## src/emissary_lru_victim_select_defines.svh

```systemverilog
// Assertion macros for the LRU victim select block.
`ifndef EMISSARY_LRU_VICTIM_SELECT_DEFINES_SVH
`define EMISSARY_LRU_VICTIM_SELECT_DEFINES_SVH

`ifndef SYNTH
`define LRUVS_CHECK(lbl, prop, msg) \
	lbl: assert property (@(posedge clk) disable iff (!arst_n) prop) else $error(msg);
`define LRUVS_NEVER(lbl, cond, msg) \
	lbl: assert property (@(posedge clk) disable iff (!arst_n) !(cond)) else $error(msg);
`else
`define LRUVS_CHECK(lbl, prop, msg)
`define LRUVS_NEVER(lbl, cond, msg)
`endif

`endif

```

## src/lruvs_pkg.sv

```systemverilog
// Shared constants, codes and types of the LRU victim select block.
package lruvs_pkg;

	localparam int NUM_SETS_DEF   = 64;
	localparam int NUM_WAYS_DEF   = 8;
	localparam int STAMP_BITS_DEF = 32;
	localparam int QUEUE_DEPTH    = 2;

	localparam int ACTION_W   = 2;
	localparam int SET_IDX_W  = 6;
	localparam int WAY_IDX_W  = 3;
	localparam int PCT_W      = 7;
	localparam int LIMIT_W    = 4;
	localparam int CFG_IDX_W  = 2;
	localparam int CFG_DATA_W = 7;
	localparam int RES_W      = WAY_IDX_W + 1;

	localparam logic [ACTION_W-1:0] ACT_TOUCH = 2'd0;
	localparam logic [ACTION_W-1:0] ACT_FILL  = 2'd1;
	localparam logic [ACTION_W-1:0] ACT_INVAL = 2'd2;
	localparam logic [ACTION_W-1:0] ACT_QUERY = 2'd3;

	localparam logic [CFG_IDX_W-1:0] CFG_LIMIT = 2'd0;
	localparam logic [CFG_IDX_W-1:0] CFG_PROMO = 2'd1;
	localparam logic [CFG_IDX_W-1:0] CFG_PF_EN = 2'd2;

	localparam logic [PCT_W-1:0] PCT_ALWAYS = 7'd100;
	localparam logic [PCT_W-1:0] PCT_NEVER  = 7'd0;

	typedef struct packed {
		logic clearing;
		logic query_busy;
		logic res_push;
	} status_t;

endpackage

```

## src/lruvs_fifo.sv

```systemverilog
// Small queue with registered entries.
module lruvs_fifo #(
	parameter int WIDTH = 4,
	parameter int DEPTH = lruvs_pkg::QUEUE_DEPTH
) (
	input  logic             clk,
	input  logic             arst_n,
	input  logic             push,
	input  logic [WIDTH-1:0] wr_data,
	output logic             full,
	input  logic             pop,
	output logic [WIDTH-1:0] rd_data,
	output logic             empty
);
	localparam int PTR_W = (DEPTH > 1) ? $clog2(DEPTH) : 1;
	localparam int CNT_W = $clog2(DEPTH + 1);

	logic [WIDTH-1:0] data_q [DEPTH];
	logic [PTR_W-1:0] wr_ptr_q, rd_ptr_q;
	logic [CNT_W-1:0] cnt_q;
	logic             do_push, do_pop;

	assign full    = (cnt_q == CNT_W'(DEPTH));
	assign empty   = (cnt_q == '0);
	assign do_push = push && !full;
	assign do_pop  = pop && !empty;
	assign rd_data = data_q[rd_ptr_q];

	always_ff @(posedge clk) begin
		if (do_push) begin
			data_q[wr_ptr_q] <= wr_data;
		end
	end

	always_ff @(posedge clk or negedge arst_n) begin
		if (!arst_n) begin
			wr_ptr_q <= '0;
			rd_ptr_q <= '0;
			cnt_q    <= '0;
		end else begin
			if (do_push) begin
				wr_ptr_q <= (wr_ptr_q == PTR_W'(DEPTH - 1)) ? '0 : wr_ptr_q + 1'b1;
			end
			if (do_pop) begin
				rd_ptr_q <= (rd_ptr_q == PTR_W'(DEPTH - 1)) ? '0 : rd_ptr_q + 1'b1;
			end
			if (do_push && !do_pop) begin
				cnt_q <= cnt_q + 1'b1;
			end else if (do_pop && !do_push) begin
				cnt_q <= cnt_q - 1'b1;
			end
		end
	end

endmodule

```

## config.mk

```make
export PLATFORM = sky130hd
export DESIGN_NAME = lruvs_fifo
export DESIGN_NICKNAME = d
export VERILOG_FILES = /design/src/emissary_lru_victim_select_defines.svh /design/src/lruvs_pkg.sv /design/src/lruvs_fifo.sv
export SDC_FILE = /design/constraint.sdc
export NUM_CORES = 1
export LEC_CHECK = 0
export BUFFER_PORTS_ARGS = -buffer_cell sky130_fd_sc_hd__buf_2
export CAP_MARGIN = 25
export CORE_AREA = 2 2 39 41
export CTS_CLUSTER_SIZE = 28
export DETAILED_ROUTE_END_ITERATION = 8
export DIE_AREA = 0 0 41 43
export PLACE_DENSITY = 0.64
export SLEW_MARGIN = 20
export SYNTH_ARGS = -nofsm -noshare
export SYNTH_HDL_FRONTEND = slang
export SYNTH_SLANG_ARGS = --single-unit
```

## constraint.sdc

```tcl
create_clock -name clk -period 1.6 [get_ports clk]
set_clock_uncertainty 0.05 [all_clocks]
set_input_delay 0.32 -clock clk [delete_from_list [all_inputs] [get_ports clk]]
set_output_delay 0.32 -clock clk [all_outputs]
set_load 0.02 [all_outputs]
```

---- Yosys cells after proc, flatten, opt, wreduce, memory -nomap -nowiden ----
Memory sizes are Yosys's and may differ from the RTL's.
Cells that the tools add are included.
operators by class
  $add $sub $neg .......................... 4
  equal/unequal tests ..................... 1
  muxes and demuxes ....................... 6
  reductions and logical operators ........ 10
operators with widths
  kind                   number
  $logic_and A1 B1 Y1    4
  $logic_not A1 Y1       4
  $mux W1                4
  $mux W2                2
  $add A1 B1 Y1 const B  2
  $add A2 B1 Y2 const B  1
  $eq A2 B2 Y1 const B   1
  $logic_not A2 Y1       1
  $reduce_bool A2 Y1     1
  $sub A2 B1 Y2 const B  1
word-level totals
  flip-flop bits (word level) ............. 4
  memory bits (writable) .................. 8
  bits of input ports ..................... 8
  output and inout port bits .............. 6
  word-level logic and storage cells ...... 25
  memories kept ........................... 1
memories
  memory  words  bits a word  read ports  clocked after memory_dff  wr ports  line              text
  data_q  2      4            1           0                         1         lruvs_fifo.sv:18  logic [WIDTH-1:0] data_q [DEPTH];

---- Longest topological paths before layout ----
  word-level depth ........................ 7
  mapped depth ............................ 7

---- Worst setup path after synthesis ----
Ideal clock, no wire load.
  path type ............................... reg2reg
  start ................................... register cnt_q[0]
  end ..................................... register cnt_q[1]
  setup time .............................. 0.079 ns
  data arrival time ....................... 1.300 ns
  path slack .............................. 0.171 ns
  cell stages (with the launch flop) ...... 7
  path buffers ............................ 0
  cell sequence ........................... dfrtp_1 -> nand2b_1 -> nand2_1 -> inv_1 -> ha_1 -> nor2_1 -> xor2_1
on the way
  longest elaborated chain between the ends .. 6
  elaborated cells on any way between the ends .. 15
RTL lines
  item                          line              text
  from (decl)                   lruvs_fifo.sv:20  logic [CNT_W-1:0] cnt_q;
  from (signal assigned)        lruvs_fifo.sv:48  cnt_q <= cnt_q + 1'b1;
  from (signal assigned)        lruvs_fifo.sv:50  cnt_q <= cnt_q - 1'b1;
  $eq A2 B2 Y1 *                lruvs_fifo.sv:23  assign full = (cnt_q == CNT_W'(DEPTH));
  $logic_not A1 Y1 *            lruvs_fifo.sv:25  assign do_push = push && !full;
  $logic_and A1 B1 Y1 *         lruvs_fifo.sv:25
  named net do_push             lruvs_fifo.sv:21  logic do_push, do_pop;
  $logic_not A1 Y1              lruvs_fifo.sv:49  end else if (do_pop && !do_push) begin
  $logic_and A1 B1 Y1           lruvs_fifo.sv:49
  $reduce_bool A2 Y1 (no line)  -
The timed path passes the listed nets; every way through them passes the cells marked *. The select of a mux whose other input is x is not followed.
A chain may end at the register's enable or synchronous reset.

---- Final worst setup path ----
  start ................................... register rd_ptr_q
  end ..................................... output port rd_data[0]
on the way
  longest elaborated chain between the ends .. 1
RTL lines
  item                    line              text
  from (decl)             lruvs_fifo.sv:19  logic [PTR_W-1:0] wr_ptr_q, rd_ptr_q;
  from (signal assigned)  lruvs_fifo.sv:45  rd_ptr_q <= (rd_ptr_q == PTR_W'(DEPTH - 1)) ? '0 : rd_ptr_q + 1'b1;
  $mem_v2 Z2 W4           -
  to (decl)               lruvs_fifo.sv:12  output logic [WIDTH-1:0] rd_data,
No other way between the ends.

==> flow_summary.json <==
{
  "min_path_type": "in -> reg",
  "grt_pass1_vias": 287,
  "drtPass1Iterations": 4,
  "htreeDepth": 1,
  "synth_edf_count": 8,
  "synth_top_area_share_pct": 49.9,
  "synth-seq-cells": 12,
  "synth_compound_area_share_pct": 1.04,
  "yosysMostFrequentCell": "edfxtp_1",
  "crit_fanout": 5,
  "yosys-top-cells-count": "8 x edfxtp_1, 4 x dfrtp_1, 3 x nor2_1, 3 x xnor2_1",
  "max_freq_mhz": 648,
  "die-area_um2": 1760,
  "grt_pass1_wl_um": 1060,
  "muxShareOfSynthArea_pct": 9.35,
  "synth_nets": 40,
  "yosysSeqAreaShare_pct": 70.6,
  "required_ns": 1.23,
  "finalCriticalPeriod_ns": 1.54,
  "synth_top_area_cell": "edfxtp_1",
  "yosys-top-cells-area": "edfxtp_1 50%, dfrtp_1 21%, xnor2_1 5.5%",
  "area_delta_synth_final_pct": 32.2,
  "fp.dieW_um": 41,
  "port_buffers": 13,
  "seqPwrFrac_pct": 41.8,
  "ant_nets": 0,
  "syn_inst": 31,
  "p_per_area_nw_per_um2": 1890,
  "combPwrFrac_pct": 43.0,
  "worstMarginPinSlew_ns": 0.315,
  "ys_async_sr_fraction_pct": 33.3,
  "setup_violations": 0,
  "synth_adder_area_share_pct": 2.60,
  "num_vias": 302,
  "synth_warnings": 0,
  "ys_types": 13,
  "fillerInstances": 141,
  "die_y_um": 43,
  "outcome": "finished, final reports clean",
  "p_leak_uw": 0.000284,
  "wire_per_inst_um": 10.2,
  "cts_tree": "done",
  "post_drt_via_cell_ratio": 4.38,
  "dr.first_iter.drc_count": 7,
  "internal_power_uw": 789,
  "post-route-period-util_pct": 96.5,
  "antenna_found_initial": 0,
  "rsz0062_at_grt": "true",
  "start_kind": "flip-flop",
  "crit_path_end_kind": "output port",
  "clkTransAtPathRegs_ns": 0.07,
  "syn_area_per_cell_um2": 15.5,
  "synthSimpleGateAreaFrac_pct": 5.71,
  "wirelength_um": 702,
  "clk_latency_ns": 0.26,
  "max_cap_viol_count": 0,
  "grt_use_total_pct": 9.33,
  "grt_overflow": 0,
  "num_rows": 14,
  "core_area_um2": 1380,
  "finalPower_uw": 1210,
  "switching_share_pct": 34.6,
  "cts.root.buffer_cell": "clkbuf_4",
  "syn_area_um2": 482,
  "maxSlewViolCount": 0,
  "p_sw_uw": 417,
  "synth_xor_area_share_pct": 9.09,
  "critPathSlowestCell": "dfrtp_2",
  "peakVddDrop_mv": 0.978,
  "crit_chain": "mux2_1, buf_2",
  "crit_type": "reg -> out",
  "grt_max_degree": 8,
  "io_pins": 14,
  "arrival_ns": 1.17,
  "initial_core_util_pct": 34.8,
  "critPathMaxStageDelay_ns": 0.44,
  "fin_nets": 63,
  "final-hold-violation-count": 0,
  "fin_tns_setup_ns": 0,
  "layout-drive-gt1-share_pct": 45.3,
  "n_antenna_cell": 0,
  "clkPwrFrac_pct": 15.2,
  "drc": 0,
  "cts_buffer_depth": 2,
  "cts_buffers": 3,
  "synth_top_flop_cell": "edfxtp_1",
  "hpwl_um": 534,
  "gp_congestion": 0.612,
  "numClockSinks": 12,
  "timing.slew.headroom_pct": 79.0,
  "synth_top_family_by_area": "multiplexers"
}
-- final timing paths --
path | slack, ns | depth (start not counted) | from | endpoint
max in group asynchronous | 1.03 | 2 | arst_n | rd_ptr_q$_DFFE_PN0P_
setup / recovery | 0.06 | 2 | rd_ptr_q$_DFFE_PN0P_ | rd_data[0]
setup reg to reg | 0.15 | 6 | cnt_q[0]$_DFFE_PN0P_ | cnt_q[1]$_DFFE_PN0P_
hold / removal | 0.19 | 1 | wr_data[2] | data_q[0][2]$_DFFE_PP_
hold reg to reg | 0.45 | 1 | wr_ptr_q$_DFFE_PN0P_ | wr_ptr_q$_DFFE_PN0P_
min in group asynchronous | 0.33 | 2 | arst_n | cnt_q[1]$_DFFE_PN0P_
-- registers in the layout, indices dropped and copies added (netlist names) --
signal / cells
cnt_q: 2
data_q: 8
wr_ptr_q: 1
rd_ptr_q: 1
-- cells by family (layout without fill, tap and decap cells) --
| logic type | count (synthesis) | after routing |
|---|---|---|
| buffers and inverters | 2 | 24 |
| XOR/XNOR | 5 | 5 |
| AO/OA/AOI/OAI | 1 | 1 |
| adder cells (fa/ha/maj) | 1 | 1 |
| AND/OR/NAND/NOR | 6 | 6 |
| flip-flops | 12 | 12 |
| multiplexers | 4 | 4 |
-- cells in the final DEF (no fill, tap or decap), drive strengths merged, types with 2 or more instances in the layout --
master  instances
buf            17
clkbuf          3
dfrtp           4
edfxtp          8
inv             2
mux2            4
nor2            3
xnor2           3
xor2            2
-- routing by layer --
| layer | track usage (%) | vias to the layer above | part of all wire (%) |
|---|---|---|---|
| li1 | - | 150 | - |
| met1 | 9.66 | 146 | 40 |
| met2 | 15.0 | 6 | 56 |
| met3 | 3.14 | 0 | 4.6 |
| met4 | 6.00 | 0 | 0 |
| met5 | 0 | - | 0 |
-- stage by stage --
step | worst slack (ns) | hold slack, ns | std cells | cell area (um2) | utilization (%)
2_1_floorplan | 0.171 | -0.0256 | 31 | 482 | -
6_report | 0.0558 | 0.193 | 69 | 637 | 46.0
3_3_place_gp | 0.163 | 0.0819 | 61 | 574 | 41.5
3_5_place_dp | 0.161 | 0.0850 | 61 | 574 | 41.5
5_1_grt | -0.00517 | 0.183 | 69 | 637 | 46.0
4_1_cts | 0.0149 | 0.185 | 66 | 612 | 44.2
-- power by group through the flow --
stage / clock (uW) / combinational (uW) / sequential [uW]
4_1_cts: 191 / 458 / 516
3_5_place_dp: 0 / 452 / 519
2_1_floorplan: 0 / 320 / 511
6_report: 183 / 519 / 505
5_1_grt: 203 / 574 / 518
3_3_place_gp: 0 / 451 / 514
-- critical path: cells and delay by family (launching register included) --
| family | cells | cell delay [ns] |
|---|---|---|
| buffers and inverters | 1 | 0.16 |
| multiplexers | 1 | 0.31 |
| flip-flops | 1 | 0.44 |
-- cell type report --
type | count | area (um2) | area share, %
clock buffers | 3 | 22.5 | 3.54
clock inverters | 1 | 3.75 | 0.589
multi-input cells | 17 | 136 | 21.4
well taps | 16 | 20.0 | 3.14
flip-flops and latches | 12 | 342 | 53.6
inverters | 2 | 7.51 | 1.18
repair buffers | 18 | 105 | 16.5
-- repair_timing --
| item | CTS | global route |
|---|---|---|
| cloned | 0 | 0 |
| endpoints found under the setup margin | 4 | 5 |
| hold buffers | 1 | 0 |
| gates resized for setup | 1 | 1 |
| setup buffers | 0 | 3 |
| endpoints found under the hold margin | 4 | 0 |
Note: power is estimated with default switching activity, not from simulation.
