## src/emissary_lru_victim_select_defines.svh

```systemverilog
// Assertion macros for the LRU victim select block.
`ifndef EMISSARY_LRU_VICTIM_SELECT_DEFINES_SVH
`define EMISSARY_LRU_VICTIM_SELECT_DEFINES_SVH

`ifndef SYNTH
`define LRUVS_CHECK(lbl, prop, msg) \
	lbl: assert property (@(posedge clk) disable iff (!arst_n) prop) else $error(msg);
`define LRUVS_NEVER(lbl, cond, msg) \
	lbl: assert property (@(posedge clk) disable iff (!arst_n) !(cond)) else $error(msg);
`else
`define LRUVS_CHECK(lbl, prop, msg)
`define LRUVS_NEVER(lbl, cond, msg)
`endif

`endif

```

## src/lruvs_pkg.sv

```systemverilog
// Shared constants, codes and types of the LRU victim select block.
package lruvs_pkg;

	localparam int NUM_SETS_DEF   = 64;
	localparam int NUM_WAYS_DEF   = 8;
	localparam int STAMP_BITS_DEF = 32;
	localparam int QUEUE_DEPTH    = 2;

	localparam int ACTION_W   = 2;
	localparam int SET_IDX_W  = 6;
	localparam int WAY_IDX_W  = 3;
	localparam int PCT_W      = 7;
	localparam int LIMIT_W    = 4;
	localparam int CFG_IDX_W  = 2;
	localparam int CFG_DATA_W = 7;
	localparam int RES_W      = WAY_IDX_W + 1;

	localparam logic [ACTION_W-1:0] ACT_TOUCH = 2'd0;
	localparam logic [ACTION_W-1:0] ACT_FILL  = 2'd1;
	localparam logic [ACTION_W-1:0] ACT_INVAL = 2'd2;
	localparam logic [ACTION_W-1:0] ACT_QUERY = 2'd3;

	localparam logic [CFG_IDX_W-1:0] CFG_LIMIT = 2'd0;
	localparam logic [CFG_IDX_W-1:0] CFG_PROMO = 2'd1;
	localparam logic [CFG_IDX_W-1:0] CFG_PF_EN = 2'd2;

	localparam logic [PCT_W-1:0] PCT_ALWAYS = 7'd100;
	localparam logic [PCT_W-1:0] PCT_NEVER  = 7'd0;

	typedef struct packed {
		logic clearing;
		logic query_busy;
		logic res_push;
	} status_t;

endpackage

```

## src/lruvs_front.sv

```systemverilog
// Front end: configuration registers, use counter and request classification.
module lruvs_front #(
	parameter int NUM_SETS   = lruvs_pkg::NUM_SETS_DEF,
	parameter int NUM_WAYS   = lruvs_pkg::NUM_WAYS_DEF,
	parameter int STAMP_BITS = lruvs_pkg::STAMP_BITS_DEF,
	parameter int SET_W      = 6,
	parameter int WAY_W      = 3,
	parameter int CMD_W      = 2 + SET_W + WAY_W + STAMP_BITS + 1
) (
	input  logic                            clk,
	input  logic                            arst_n,
	input  logic                            cfg_we,
	input  logic [lruvs_pkg::CFG_IDX_W-1:0] cfg_addr,
	input  logic [lruvs_pkg::CFG_DATA_W-1:0] cfg_wdata,
	input  logic                            take,
	input  logic [lruvs_pkg::ACTION_W-1:0]  action,
	input  logic [lruvs_pkg::SET_IDX_W-1:0] set_index,
	input  logic [lruvs_pkg::WAY_IDX_W-1:0] way_index,
	input  logic                            prefetch_marked,
	input  logic [lruvs_pkg::PCT_W-1:0]     random_percent,
	output logic                            cmd_valid,
	output logic [CMD_W-1:0]                cmd_data,
	output logic [lruvs_pkg::LIMIT_W-1:0]   limit
);
	localparam int TBL_N = 2 ** lruvs_pkg::SET_IDX_W;

	logic [lruvs_pkg::LIMIT_W-1:0]  limit_q;
	logic [lruvs_pkg::PCT_W-1:0]    promo_q;
	logic                           pf_en_q;
	logic [STAMP_BITS-1:0]          ctr_q;
	logic [SET_W-1:0]               wrap_tbl [TBL_N];
	logic                           way_ok, promote, stamps;
	logic [lruvs_pkg::ACTION_W-1:0] op;
	logic [STAMP_BITS-1:0]          stamp;

	// set number wraps modulo the set count; worked out per entry at elaboration
	for (genvar g = 0; g < TBL_N; g++) begin : g_wrap
		assign wrap_tbl[g] = SET_W'(g % NUM_SETS);
	end

	assign way_ok  = int'(way_index) < NUM_WAYS;
	assign promote = pf_en_q && prefetch_marked &&
		(promo_q == lruvs_pkg::PCT_ALWAYS ||
		 (promo_q != lruvs_pkg::PCT_NEVER && random_percent < promo_q));
	assign stamps  = (action == lruvs_pkg::ACT_TOUCH) || (action == lruvs_pkg::ACT_FILL);

	// an invalidate is a fill with a zero stamp and no protection
	assign op    = (action == lruvs_pkg::ACT_INVAL) ? lruvs_pkg::ACT_FILL : action;
	assign stamp = (action == lruvs_pkg::ACT_INVAL) ? '0 : ctr_q;

	assign cmd_valid = take && ((action == lruvs_pkg::ACT_QUERY) || way_ok);
	assign cmd_data  = {op, wrap_tbl[set_index], WAY_W'(way_index), stamp,
		(action == lruvs_pkg::ACT_FILL) && promote};
	assign limit     = limit_q;

	always_ff @(posedge clk or negedge arst_n) begin
		if (!arst_n) begin
			limit_q <= '0;
			promo_q <= '0;
			pf_en_q <= 1'b0;
		end else if (cfg_we) begin
			case (cfg_addr)
				lruvs_pkg::CFG_LIMIT: limit_q <= cfg_wdata[lruvs_pkg::LIMIT_W-1:0];
				lruvs_pkg::CFG_PROMO: promo_q <= cfg_wdata[lruvs_pkg::PCT_W-1:0];
				lruvs_pkg::CFG_PF_EN: pf_en_q <= cfg_wdata[0];
				default: ;
			endcase
		end
	end

	// hold at the top value once reached
	always_ff @(posedge clk or negedge arst_n) begin
		if (!arst_n) begin
			ctr_q <= STAMP_BITS'(1);
		end else if (take && way_ok && stamps && ctr_q != '1) begin
			ctr_q <= ctr_q + 1'b1;
		end
	end

endmodule

```

## config.mk

```make
export PLATFORM = sky130hd
export DESIGN_NAME = lruvs_front
export DESIGN_NICKNAME = d
export VERILOG_FILES = /design/src/emissary_lru_victim_select_defines.svh /design/src/lruvs_pkg.sv /design/src/lruvs_front.sv
export SDC_FILE = /design/constraint.sdc
export NUM_CORES = 1
export LEC_CHECK = 0
export BUFFER_PORTS_ARGS = -buffer_cell sky130_fd_sc_hd__buf_2
export CAP_MARGIN = 30
export CORE_MARGIN = 2
export CORE_UTILIZATION = 51
export DETAILED_ROUTE_END_ITERATION = 8
export PLACE_DENSITY = 0.81
export RECOVER_POWER = 50
export SYNTH_ARGS = -nofsm -noshare
export SYNTH_HDL_FRONTEND = slang
export SYNTH_SLANG_ARGS = --single-unit
export TNS_END_PERCENT = 50
```

## constraint.sdc

```tcl
create_clock -name clk -period 3 [get_ports clk]
set_clock_uncertainty 0.2 [all_clocks]
set_input_delay 0.9 -clock clk [delete_from_list [all_inputs] [get_ports clk]]
set_output_delay 0.9 -clock clk [all_outputs]
set_load 0.03 [all_outputs]
```

==> Word level (Yosys, flattened, before mapping) <==
Memories as Yosys holds them, arrays and structs flattened.
Cells that the tools add are included.
{ "word_totals": {"rom_bits": 384, "regBits": 44, "latch_bits": 0, "mem_bits_rw": 0, "n_memories": 1, "word_cells": 33, "out_inout_bits": 49} }
{ "classes": {"reduce_logical": 14, "bitwise": 1, "n_mux": 4, "div_mod_pow": 0, "magnitude_cmp": 2, "shifts": 0, "add_sub_neg": 1, "n_eq_ne": 6, "n_mul": 0} }
{ "mem_list": {"columns": ["memory", "words", "width", "read_ports", "rd_ports_with_merged_regs", "write_ports", "line_no", "rtl"], "rows": [
  ["(no name shown)", 64, 6, 1, 0, 0, "lruvs_front.sv:52", "assign cmd_data = {op, wrap_tbl[set_index], WAY_W'(way_index), stamp,"]
]} }
{ "op_table": {"columns": ["operator", "count"], "rows": [
  ["32-bit by 1-bit adder with 32-bit output (second input constant)", 1],
  ["32-bit 2-to-1 mux", 1],
  ["32-bit != test (second input constant)", 1],
  ["6-bit 2-to-1 mux", 2],
  ["7-bit equality test (second input constant)", 1],
  ["7-bit >= comparator (second input constant)", 1],
  ["7-bit < comparator", 1],
  ["6-bit NOT with 7-bit output", 1],
  ["7-bit nonzero test", 1],
  ["1-bit logical AND", 6],
  ["2-bit AND reduction", 3],
  ["2-bit by 1-bit equality test with 1-bit output (second input constant)", 2],
  ["2-bit equality test (second input constant)", 2],
  ["2-bit logical NOT", 2],
  ["1-bit logical OR", 2],
  ["2-bit 2-to-1 mux", 1]
]} }

==> Depth between registers and ports, before layout <==
Gate-level depths: netlist (run 1).
{ "logic_depth": {"depth_word": 5, "depth_mapped": 7, "mapped_depth_nobuf": 7} }

==> Worst setup path before layout (run 1) <==
OpenSTA, ideal clock, no wires.
{ "synth_path": {"path_kind": "in2out", "start": "input port random_percent[4] in the netlist's numbering", "end": "output port cmd_data[0]", "path_stages": 6, "setup_slack_ps": -380, "path_buffers": 0, "t_arrival_ps": 2280, "path_cell_list": "ha_1 a21oi_1 nor2b_1 a2111oi_0 nand2_1 o22ai_1"} }
{ "synth_via": {"elab_chain_cells": 5} }
{ "synth_lines": {"columns": ["item", "line_no", "rtl"], "rows": [
  ["start: declaration", "lruvs_front.sv:20", "input logic [lruvs_pkg::PCT_W-1:0] random_percent,"],
  ["7-bit < comparator", "lruvs_front.sv:44", "(promo_q != lruvs_pkg::PCT_NEVER && random_percent < promo_q));"],
  ["1-bit logical AND", "lruvs_front.sv:44", null],
  ["1-bit logical OR", "lruvs_front.sv:43", "(promo_q == lruvs_pkg::PCT_ALWAYS ||"],
  ["1-bit logical AND", "lruvs_front.sv:42", "assign promote = pf_en_q && prefetch_marked &&"],
  ["1-bit logical AND", "lruvs_front.sv:53", "(action == lruvs_pkg::ACT_FILL) && promote};"],
  ["end: declaration", "lruvs_front.sv:22", "output logic [CMD_W-1:0] cmd_data,"]
]} }
Every way passes these cells.

==> Final worst setup path (run 1) <==
{ "layout_path": {"start": "register promo_q[0] in the netlist's numbering", "end": "output port cmd_data[0]"} }
{ "layout_via": {"elab_chain_cells": 5, "elab_cells_between_ends": 7, "classes_between": "order compare: 1; eq/ne: 1; reduce/logical: 5"} }
{ "layout_lines": {"columns": ["item", "line_no", "rtl"], "rows": [
  ["start: declaration", "lruvs_front.sv:28", "logic [lruvs_pkg::PCT_W-1:0] promo_q;"],
  ["start signal: assignment", "lruvs_front.sv:64", "lruvs_pkg::CFG_PROMO: promo_q <= cfg_wdata[lruvs_pkg::PCT_W-1:0];"],
  ["7-bit < comparator or 7-bit nonzero test (tied branches)", "lruvs_front.sv:44", null],
  ["1-bit logical AND", "lruvs_front.sv:44", null],
  ["1-bit logical OR *", "lruvs_front.sv:43", null],
  ["1-bit logical AND *", "lruvs_front.sv:42", null],
  ["1-bit logical AND *", "lruvs_front.sv:53", null]
]} }
Every way passes the cells marked *; elsewhere a longest branch is shown, timed or not.

==> results of run 1 <==
metal layers:
| layer | track usage [%] | vias to the layer above | share of wire, % | routed length (um) |
|---|---|---|---|---|
| met4 | 7.80 | 0 | 2.3 | 130 |
| met2 | 33.6 | 64 | 50 | 2810 |
| met3 | 4.37 | 12 | 4.7 | 269 |
| met1 | 27.1 | 1012 | 43 | 2470 |
| met5 | 0 | - | 0 | 0 |
| li1 | - | 1027 | - | - |
cell families after synthesis:
group | Yosys count
AOI/OAI and AO/OA | 18
xor gates and xnor gates | 27
adders and majority gates | 7
buffers and inverters | 25
DFF | 44
muxes | 14
and+or+nand+nor | 126
area by class of cell:
| cell class | instances | share of cell area [%] |
|---|---|---|
| repair buffers | 72 | 12.6 |
| flip-flops and latches | 44 | 34.8 |
| well taps | 70 | 2.76 |
| clock inverters | 2 | 1.10 |
| clock buffers | 6 | 2.29 |
| inverters | 9 | 1.07 |
| multi-input cells | 192 | 45.4 |
power by group through the flow:
stage	clock, W	combinational, W	sequential (W)
global placement	0	0.000401	0.000753
global route	0.000472	0.000463	0.000762
finish	0.000443	0.000426	0.000747
detailed placement	0	0.000410	0.000752
floorplan	0	0.000294	0.000755
CTS	0.000450	0.000415	0.000743
worst max-delay path, delay by kind of cell (launching register included):
kind / cells / cell delay [ns]
AO/OA/AOI/OAI: 3 / 0.59
buffers and inverters: 1 / 0.15
flip-flops: 1 / 0.39
AND/OR/NAND/NOR: 1 / 0.63
worst max path at each step:
stage                                 start           to  slack [ns]  cells past startpoint
after floorplan           random_percent[4]  cmd_data[0]       -0.04                      6
after global placement    random_percent[4]  cmd_data[0]       -0.29                      8
after detailed placement  random_percent[4]  cmd_data[0]       -0.32                      8
after CTS                 random_percent[4]  cmd_data[0]       -0.24                      8
after global routing             promo_q[0]  cmd_data[0]       -0.27                      5
final                            promo_q[0]  cmd_data[0]       -0.16                      5
placed cells by master (no fill, tap or decap), drive strengths merged, types with 9 or more instances in the layout:
cell type  instances
xnor2             19
nand2             16
dfrtp             43
buf               64
inv                9
nand4             12
mux2              14
clkbuf            14
nand3             13
nor2              14
and2              36
through the flow:
step	cells	hold slack, ns	instance area (um^2)	total power, W	setup TNS, ns
global route	395	0.309	3170	0.00170	-0.266
finish	395	0.294	3170	0.00162	-0.155
CTS	395	0.292	3160	0.00161	-0.240
detailed placement	387	0.282	3040	0.00116	-0.315
global placement	387	0.270	3040	0.00115	-0.285
floorplan	261	0.252	2660	0.00105	-0.0385
registers in the layout, indices dropped and copies added (netlist names):
register and cells:
ctr_q 32, limit 4, pf_en_q 1, promo_q 7
what timing repair did:
action / CTS / global route
buffers inserted: 0 / 0
cloned: 0 / 0
gates resized for setup: 4 / 5
endpoints found under the setup margin: 1 / 1
pin swaps: 4 / 2
==> results.toml, run 1 <==
[run_status]
status = "finished, violations left"
violations = "setup timing"

[floorplan]
die_height_um = 75.6
start_util_pct = 52.1
core.rowCount = 26
dieWidth_um = 75.6
ios = 81
core_um2 = 5010
die_area_um2 = 5710

[job]
maxCapViolCount = 0

[detailed_routing]
detail_route.first_pass.iterations = 4
drc = 0
wirelength_mm = 5.68
dr.first_iter.drc_count = 131
wire_per_inst_um = 14.4
dr_total_vias = 2115
ant_nets = 0
vias_per_cell = 5.35

[critical_path]
worstPathRequired_ns = 1.90
rr_worst_depth = 6
path_cells = "or4_1 > o32ai_1 > a21oi_2 > o22ai_4 > buf_6"
slowest_delay_ns = 0.63
r2r-start = "ctr_q[0]"
r2r_slack_ns = 0.64
worstPathMaxFanout = 3
startpoint_type = "flip-flop"
arrival_ns = 2.06
critPathSlowestCell = "or4_1"
endpoint_kind = "primary output"
critPathKind = "reg -> out"
r2r-end = "ctr_q[20]"

[timing]
setup_viol = 1
hold_violations = 0
finalCritPeriodShare_pct = 105
worst_slack_ns = -0.155
final.min_clock_period_ns = 3.16
clock.fmax_mhz = 317
worst_pin_slew_ns = 0.984
rsz0062_at_grt = "true"
finalMaxSlewViolations = 0
maxSlewHeadroom_pct = 34.4

[grt]
grt_pass1_vias = 1951
overflow = 0
antenna_found_initial = 0
track_usage_pct = 20.6
grt_max_degree = 33
grt_pass1_wl_mm = 8.96

[pwr]
p_switching_w = 0.000525
switching_share_pct = 32.5
p_leak_nw = 1.48
p_clk_share_pct = 27.4
intPower_w = 0.00109
ir_drop_mv = 0.521
p_seq_share_pct = 46.2
pwr-share-comb_pct = 26.4
p_per_area_nw_per_um2 = 509

[synthesis]
synth_most_common_cell = "dfrtp_1"
yosysSeqAreaShare_pct = 42.2
synth_compound_area_share_pct = 5.13
synth.cell_area_um2 = 2610
synth.yosys.warnings = 0
synth-simple-area-share_pct = 28.9
ys_ff_latch = 44
synth-edff-count = 0
synth_top_area_share_pct = 41.2
synth_xor_area_share_pct = 9.06
ys.flop_type = "dfrtp_1"
synth_cells = 261
synth.area.mux_share_pct = 6.04
synth.top_cells.by_count = "dfrtp_1, and2_1, xnor2_1"
synthArstFlopShare_pct = 100
synthAdderAreaFrac_pct = 3.35
synth_cell_types = 46
synth_area_leader_cell = "dfrtp_1"
postSynthNetCount = 300
syn_area_per_cell_um2 = 10.0
synth_top_family_by_area = "simple AND/OR/NAND/NOR gates"
synth.top_cells.by_area = "dfrtp_1, and2_1, xnor2_1"

[clock_network]
path_clk_slew_ns = 0.08
htreeDepth = 2
cts_sinks = 44
worstSkewPairLatency_ns = 0.30
ctsHoldBuffers = 0
numCtsBuffers = 5
cts_buffer_depth = 2
cts_tree = "done"
root_buffer = "clkbuf_8"

[min_path]
min_path_cells = 1
hold_path.class = "reg -> reg"
hold-path-endpoint = "ctr_q[12]"
min_from = "ctr_q[12]"

[finish]
antenna_cells = 0
regArea_um2 = 1100
utilization_pct = 63.3
nNetsFinal = 363
multi_input_area_um2 = 1440
fillerInstances = 427
layout-drive-gt1-share_pct = 33.8
area_growth_pct = 21.5

[placed_design]
port_buffers = 62
dp_hpwl_mm = 4.17
dp_slack_ns = -0.315
gp_congestion = 0.951
Power figures use the tool's default switching activity.
==> run 2, diff against run 1 <==
--- a/config.mk
+++ b/config.mk
@@ -8,9 +8,9 @@
 export BUFFER_PORTS_ARGS = -buffer_cell sky130_fd_sc_hd__buf_2
 export CAP_MARGIN = 30
 export CORE_MARGIN = 2
-export CORE_UTILIZATION = 51
+export CORE_UTILIZATION = 55
 export DETAILED_ROUTE_END_ITERATION = 8
-export PLACE_DENSITY = 0.81
+export PLACE_DENSITY = 0.86
 export RECOVER_POWER = 50
 export SYNTH_ARGS = -nofsm -noshare
 export SYNTH_HDL_FRONTEND = slang
==> constraint.sdc (replaced) <==
create_clock -name clk -period 3.9 [get_ports clk]
set_clock_uncertainty 0.2 [all_clocks]
set_input_delay 1.17 -clock clk [delete_from_list [all_inputs] [get_ports clk]]
set_output_delay 1.17 -clock clk [all_outputs]
set_load 0.03 [all_outputs]
==> run 2 against run 1 <==
  * Combinational power fell by 28%
  * Power is 22% lower
  * Clock power is 16% lower
  * Clock-buffer cell count stayed put
  * Global-route usage is 2.6 points higher
  * Sequential share of layout area grew 1.6 points
  * Non-clock buffer count is 8 lower
  * Sequential cell count unchanged
  * Critical path depth grew 2
  * First-iteration DRC count is 4.6% lower
  * Critical endpoint unchanged
  * The flow finishes with violations (capacitance limit, slew limit)
  * Largest power group unchanged
==> results.toml, run 2 (same netlist as run 1, synthesis figures left out) <==
[timing]
finalMaxSlewViolations = 40
maxSlewHeadroom_pct = -35.5
worst_pin_slew_ns = 2.03
finalCritPeriodShare_pct = 98.8
holdWs_ns = 0.291
final.min_clock_period_ns = 3.85
clock.fmax_mhz = 260
setup_viol = 0
hold_violations = 0

[finish]
multi_input_area_um2 = 1390
largest_reg_flops = 32
layout-drive-gt1-share_pct = 29.3
antenna_cells = 0
fillerInstances = 363
regArea_um2 = 1100
mostFrequentLayoutCells = "buf_2, dfrtp_1, and2_1"
layout_commonest_cell = "buf_2"
area_growth_pct = 16.0
nNetsFinal = 355
regMostFlops = "ctr_q"

[floorplan]
dieWidth_um = 72.9
die_area_um2 = 5320
start_util_pct = 56.0
die_height_um = 72.9
core_um2 = 4660
core.rowCount = 25
ios = 81

[detailed_routing]
detail_route.first_pass.iterations = 4
wirelength_mm = 5.83
ant_nets = 0
dr_total_vias = 2115
vias_per_cell = 5.70
drc = 0
wire_per_inst_um = 15.7
dr.first_iter.drc_count = 125

[critical_path]
worstPathMaxFanout = 2
startpoint_type = "primary input"
r2r-start = "ctr_q[0]"
critPathKind = "in -> out"
arrival_ns = 2.48
r2r-end = "ctr_q[28]"
timing.critical_path.buf_inv = 2
r2r_slack_ns = 1.28
endpoint_kind = "primary output"
path_cells = "buf_2 > ha_1 > nor2b_2 > a2111oi_4 > nand2_1 > o22ai_2 > buf_6"
slowest_delay_ns = 0.29
rr_worst_depth = 6
critPathSlowestCell = "ha_1"
path_delay_family = "compound AO/OA/AOI/OAI gates"
worstPathRequired_ns = 2.53

[clock_network]
htreeDepth = 2
cts_buffer_depth = 2
worstSkewPairLatency_ns = 0.31
cts_tree = "done"
cts_sinks = 44
ctsHoldBuffers = 0
root_buffer = "clkbuf_8"
path_clk_slew_ns = 0.08
numCtsBuffers = 5

[run_status]
status = "finished, violations left"
violations = "capacitance limit, slew limit"

[pwr]
p_clk_share_pct = 29.8
ir_drop_mv = 0.315
power.total_w = 0.00126
p_leak_nw = 1.40
p_switching_w = 0.000412
p_per_area_nw_per_um2 = 415
p_seq_share_pct = 45.7
pwr-share-comb_pct = 24.5
switching_share_pct = 32.8
intPower_w = 0.000845

[grt]
use_met1_pct = 28.0
overflow = 0
grtUsageMet2_pct = 39.1
grt_util_met3_pct = 4.97
grt_max_degree = 45
grt_pass1_wl_mm = 9.60
gr-max-usage-layer = "met2"
track_usage_pct = 23.2
grt_pass1_vias = 2184
antenna_found_initial = 0

[job]
maxCapViolCount = 1

[min_path]
min_path_cells = 1
min_from = "ctr_q[12]"
hold_path.class = "reg -> reg"
hold-path-endpoint = "ctr_q[12]"

[placed_design]
dp_hpwl_mm = 4.14
gp_congestion = 0.903
port_buffers = 62
## run 2: cell types whose count changed in the layout (fill, tap and decap cells not counted), sizes merged
cell,delta
buf,-8
## run 2: how the worst max path moves through the flow
stage                      startpoint     endpoint  slack (ns)  depth (start not counted)
floorplan           random_percent[4]  cmd_data[0]        0.13                          6
global placement    random_percent[4]  cmd_data[0]       0.005                          8
detailed placement  random_percent[4]  cmd_data[0]        -0.1                          8
CTS                 random_percent[4]  cmd_data[0]        0.02                          8
global route        random_percent[4]  cmd_data[0]      -0.003                          8
finish              random_percent[5]  cmd_data[0]        0.05                          7
## run 2: per-stage QoR
step	instance area (um^2)	setup TNS, ns	util (%)	setup slack [ns]	instances
after floorplan	2620	0	-	0.134	261
after global routing	3030	-0.00260	65.0	-0.00260	371
after detailed placement	2900	-0.0997	62.2	-0.0997	362
after global placement	2900	0	62.2	0.00538	362
final	3030	0	65.0	0.0465	371
after CTS	3020	0	64.9	0.0244	370
## run 2: worst reg2reg max path, cell delays in order, from the launching register on
cell and delay [ns]:
dfstp_2 0.58, ha_1 0.23, nand4b_1 0.27, or3_1 0.46
a211oi_2 0.44, nand3_1 0.17, xnor2_1 0.16
## run 2: metal layers
metal / up-vias / wire (um)
met3: 14 / 255
met4: 0 / 115
met5: - / 0
met2: 62 / 3010
met1: 1029 / 2450
li1: 1010 / -
## run 2: timing repair
item | CTS | global route
hold endpoints to repair | 0 | 0
setup buffers | 0 | 0
setup endpoints to repair | 1 | 1
pin swaps | 1 | 3
resized for setup | 2 | 6
## run 2: cell type report
class	count	area share [%]
inverter	9	1.12
clock inverter	2	1.28
sequential	44	36.4
tap	54	2.23
clock buffer	6	2.73
timing repair buffer	64	10.5
multi-input combinational	192	45.7
## run 2: power by group through the flow
stage	logic (W)	clock network (W)	registers [W]
after detailed placement	0.000297	0	0.000581
final	0.000308	0.000374	0.000575
after CTS	0.000301	0.000377	0.000573
after global routing	0.000338	0.000391	0.000586
after global placement	0.000286	0	0.000581
after floorplan	0.000216	0	0.000581
==> run 3, diff against run 2 <==
--- a/config.mk
+++ b/config.mk
@@ -8,9 +8,9 @@
 export BUFFER_PORTS_ARGS = -buffer_cell sky130_fd_sc_hd__buf_2
 export CAP_MARGIN = 30
 export CORE_MARGIN = 2
-export CORE_UTILIZATION = 55
+export CORE_UTILIZATION = 45
 export DETAILED_ROUTE_END_ITERATION = 8
-export PLACE_DENSITY = 0.86
+export PLACE_DENSITY = 0.72
 export RECOVER_POWER = 50
 export SYNTH_ARGS = -nofsm -noshare
 export SYNTH_HDL_FRONTEND = slang
==> run 3 against run 2 <==
  * The flow still finishes with violations (capacitance limit, slew limit)
  * Clock power shrank 8.6%
  * Routed wire length shrank 6.0%
  * Worst hold slack gained 0.0089 ns
  * Die area grew 21%
  * Power shrank 3.3%
  * First-iteration DRC count shrank 4.0%
  * Global-route usage shrank 4.9 points
  * Clock-buffer cell count is the same
  * Sequential cell count is the same
  * Cell count grew 4.9%
  * Non-clock buffer count is the same
  * Sequential power is essentially flat
  * Largest cell class unchanged
==> results.toml, run 3 (same netlist as run 1, synthesis figures left out) <==
[critical_path]
arrival_ns = 2.45
path_delay_family = "compound AO/OA/AOI/OAI gates"
worstPathRequired_ns = 2.53
critPathKind = "in -> out"
crit_path_start = "random_percent[4]"
worstPathMaxFanout = 2
timing.critical_path.buf_inv = 2
startpoint_type = "primary input"
path_cells = "buf_2 > ha_1 > a21oi_2 > nor2b_1 > a2111oi_2 > nand2_1 > o22ai_2 > buf_6"
endpoint_kind = "primary output"
r2r-start = "ctr_q[0]"
slowest_delay_ns = 0.33
critPathSlowestCell = "ha_1"

[timing]
worst_pin_slew_ns = 2.20
final.min_clock_period_ns = 3.82
finalMaxSlewViolations = 44
rsz0062_at_grt = "false"
maxSlewHeadroom_pct = -46.6
hold_violations = 0
setup_viol = 0
clock.fmax_mhz = 262
worst_slack_ns = 0.0835
holdWs_ns = 0.300
finalCritPeriodShare_pct = 97.9

[finish]
nNetsFinal = 355
layout_commonest_cell = "buf_2"
utilization_pct = 54.5
area_growth_pct = 15.6
antenna_cells = 0
mostFrequentLayoutCells = "buf_2, dfrtp_1, and2_1"
regMostFlops = "ctr_q"
layout-drive-gt1-share_pct = 28.7
finish.instance_area_um2 = 3020
largest_reg_flops = 32

[detailed_routing]
dr_total_vias = 2044
dr.first_iter.drc_count = 120
wirelength_mm = 5.48
drc = 0
ant_nets = 0
detail_route.first_pass.iterations = 4
wire_per_inst_um = 14.1
vias_per_cell = 5.25

[run_status]
status = "finished, violations left"
violations = "capacitance limit, slew limit"

[min_path]
min_from = "ctr_q[29]"
hold_path.class = "reg -> reg"

[placed_design]
dp_slack_ns = -0.101
gp_congestion = 0.837
dpl_cell_area_um2 = 2920
dp_hpwl_mm = 4.14
port_buffers = 62

[clock_network]
path_clk_slew_ns = 0.08
htreeDepth = 2
cts_buffer_depth = 2
worstSkewPairLatency_ns = 0.29
cts_sinks = 44
postCtsSetupRepairBufs = 0
root_buffer = "clkbuf_8"
numCtsBuffers = 5
ctsHoldBuffers = 0
cts_tree = "done"

[grt]
grt_pass1_wl_mm = 9.30
grt_max_degree = 45
antenna_found_initial = 0
overflow = 0
track_usage_pct = 18.3
grt_pass1_vias = 2046

[pwr]
power.total_w = 0.00122
ir_drop_mv = 0.293
switching_share_pct = 32.3
p_switching_w = 0.000393
p_seq_share_pct = 47.3
intPower_w = 0.000822
pwr-share-comb_pct = 24.6
p_leak_nw = 1.41
p_clk_share_pct = 28.1
p_per_area_nw_per_um2 = 403

[floorplan]
ios = 81
core_um2 = 5540
start_util_pct = 47.1
die_area_um2 = 6430
dieWidth_um = 80.2
core.rowCount = 27
die_height_um = 80.2

[job]
maxCapViolCount = 1
[run 3: cell type report]
type,count,area (um^2)
repair buffers,64,319
multi-input cells,192,1370
well taps,72,90.1
fillers,516,2520
flip-flops and latches,44,1100
inverters,9,33.8
clock buffers,6,72.6
clock inverters,2,35.0
[run 3: repair_timing]
action                                  4_1_cts  5_1_grt
pin swaps                                     1        0
hold endpoints to repair                      0        0
resized for setup                             4        1
endpoints found under the setup margin        1        1
[run 3: routing by layer]
metal  global-route usage (%)  share of wire [%]  routed length [um]  vias up
met2                     30.1                 49                2700       43
li1                         -                  -                   -     1007
met3                     3.37                4.4                 239        6
met5                        0                  0                   0        -
met1                     23.9                 45                2480      988
met4                     7.12                1.1                  61        0
[run 3: path summary, 6_finish.rpt]
check | to | slack [ns] | depth (start not counted)
max | cmd_data[0] | 0.08 | 8
min reg2reg | ctr_q[29] | 0.30 | 1
max reg2reg | ctr_q[20] | 1.40 | 6
max in group asynchronous | ctr_q[5] | 0.76 | 2
min in group asynchronous | limit[1] | 0.45 | 1
min | ctr_q[29] | 0.30 | 1
[run 3: power groups by stage]
stage               clock (W)  combinational, W  sequential (W)
finish               0.000342          0.000299        0.000574
global route         0.000373          0.000329        0.000585
CTS                  0.000350          0.000304        0.000574
detailed placement          0          0.000299        0.000582
global placement            0          0.000290        0.000581
floorplan                   0          0.000216        0.000581
[run 3: stage by stage]
step	cells	TNS, ns
3_3_place_gp	380	0
3_5_place_dp	380	-0.101
5_1_grt	389	0
4_1_cts	388	0
6_report	389	0
2_1_floorplan	261	0
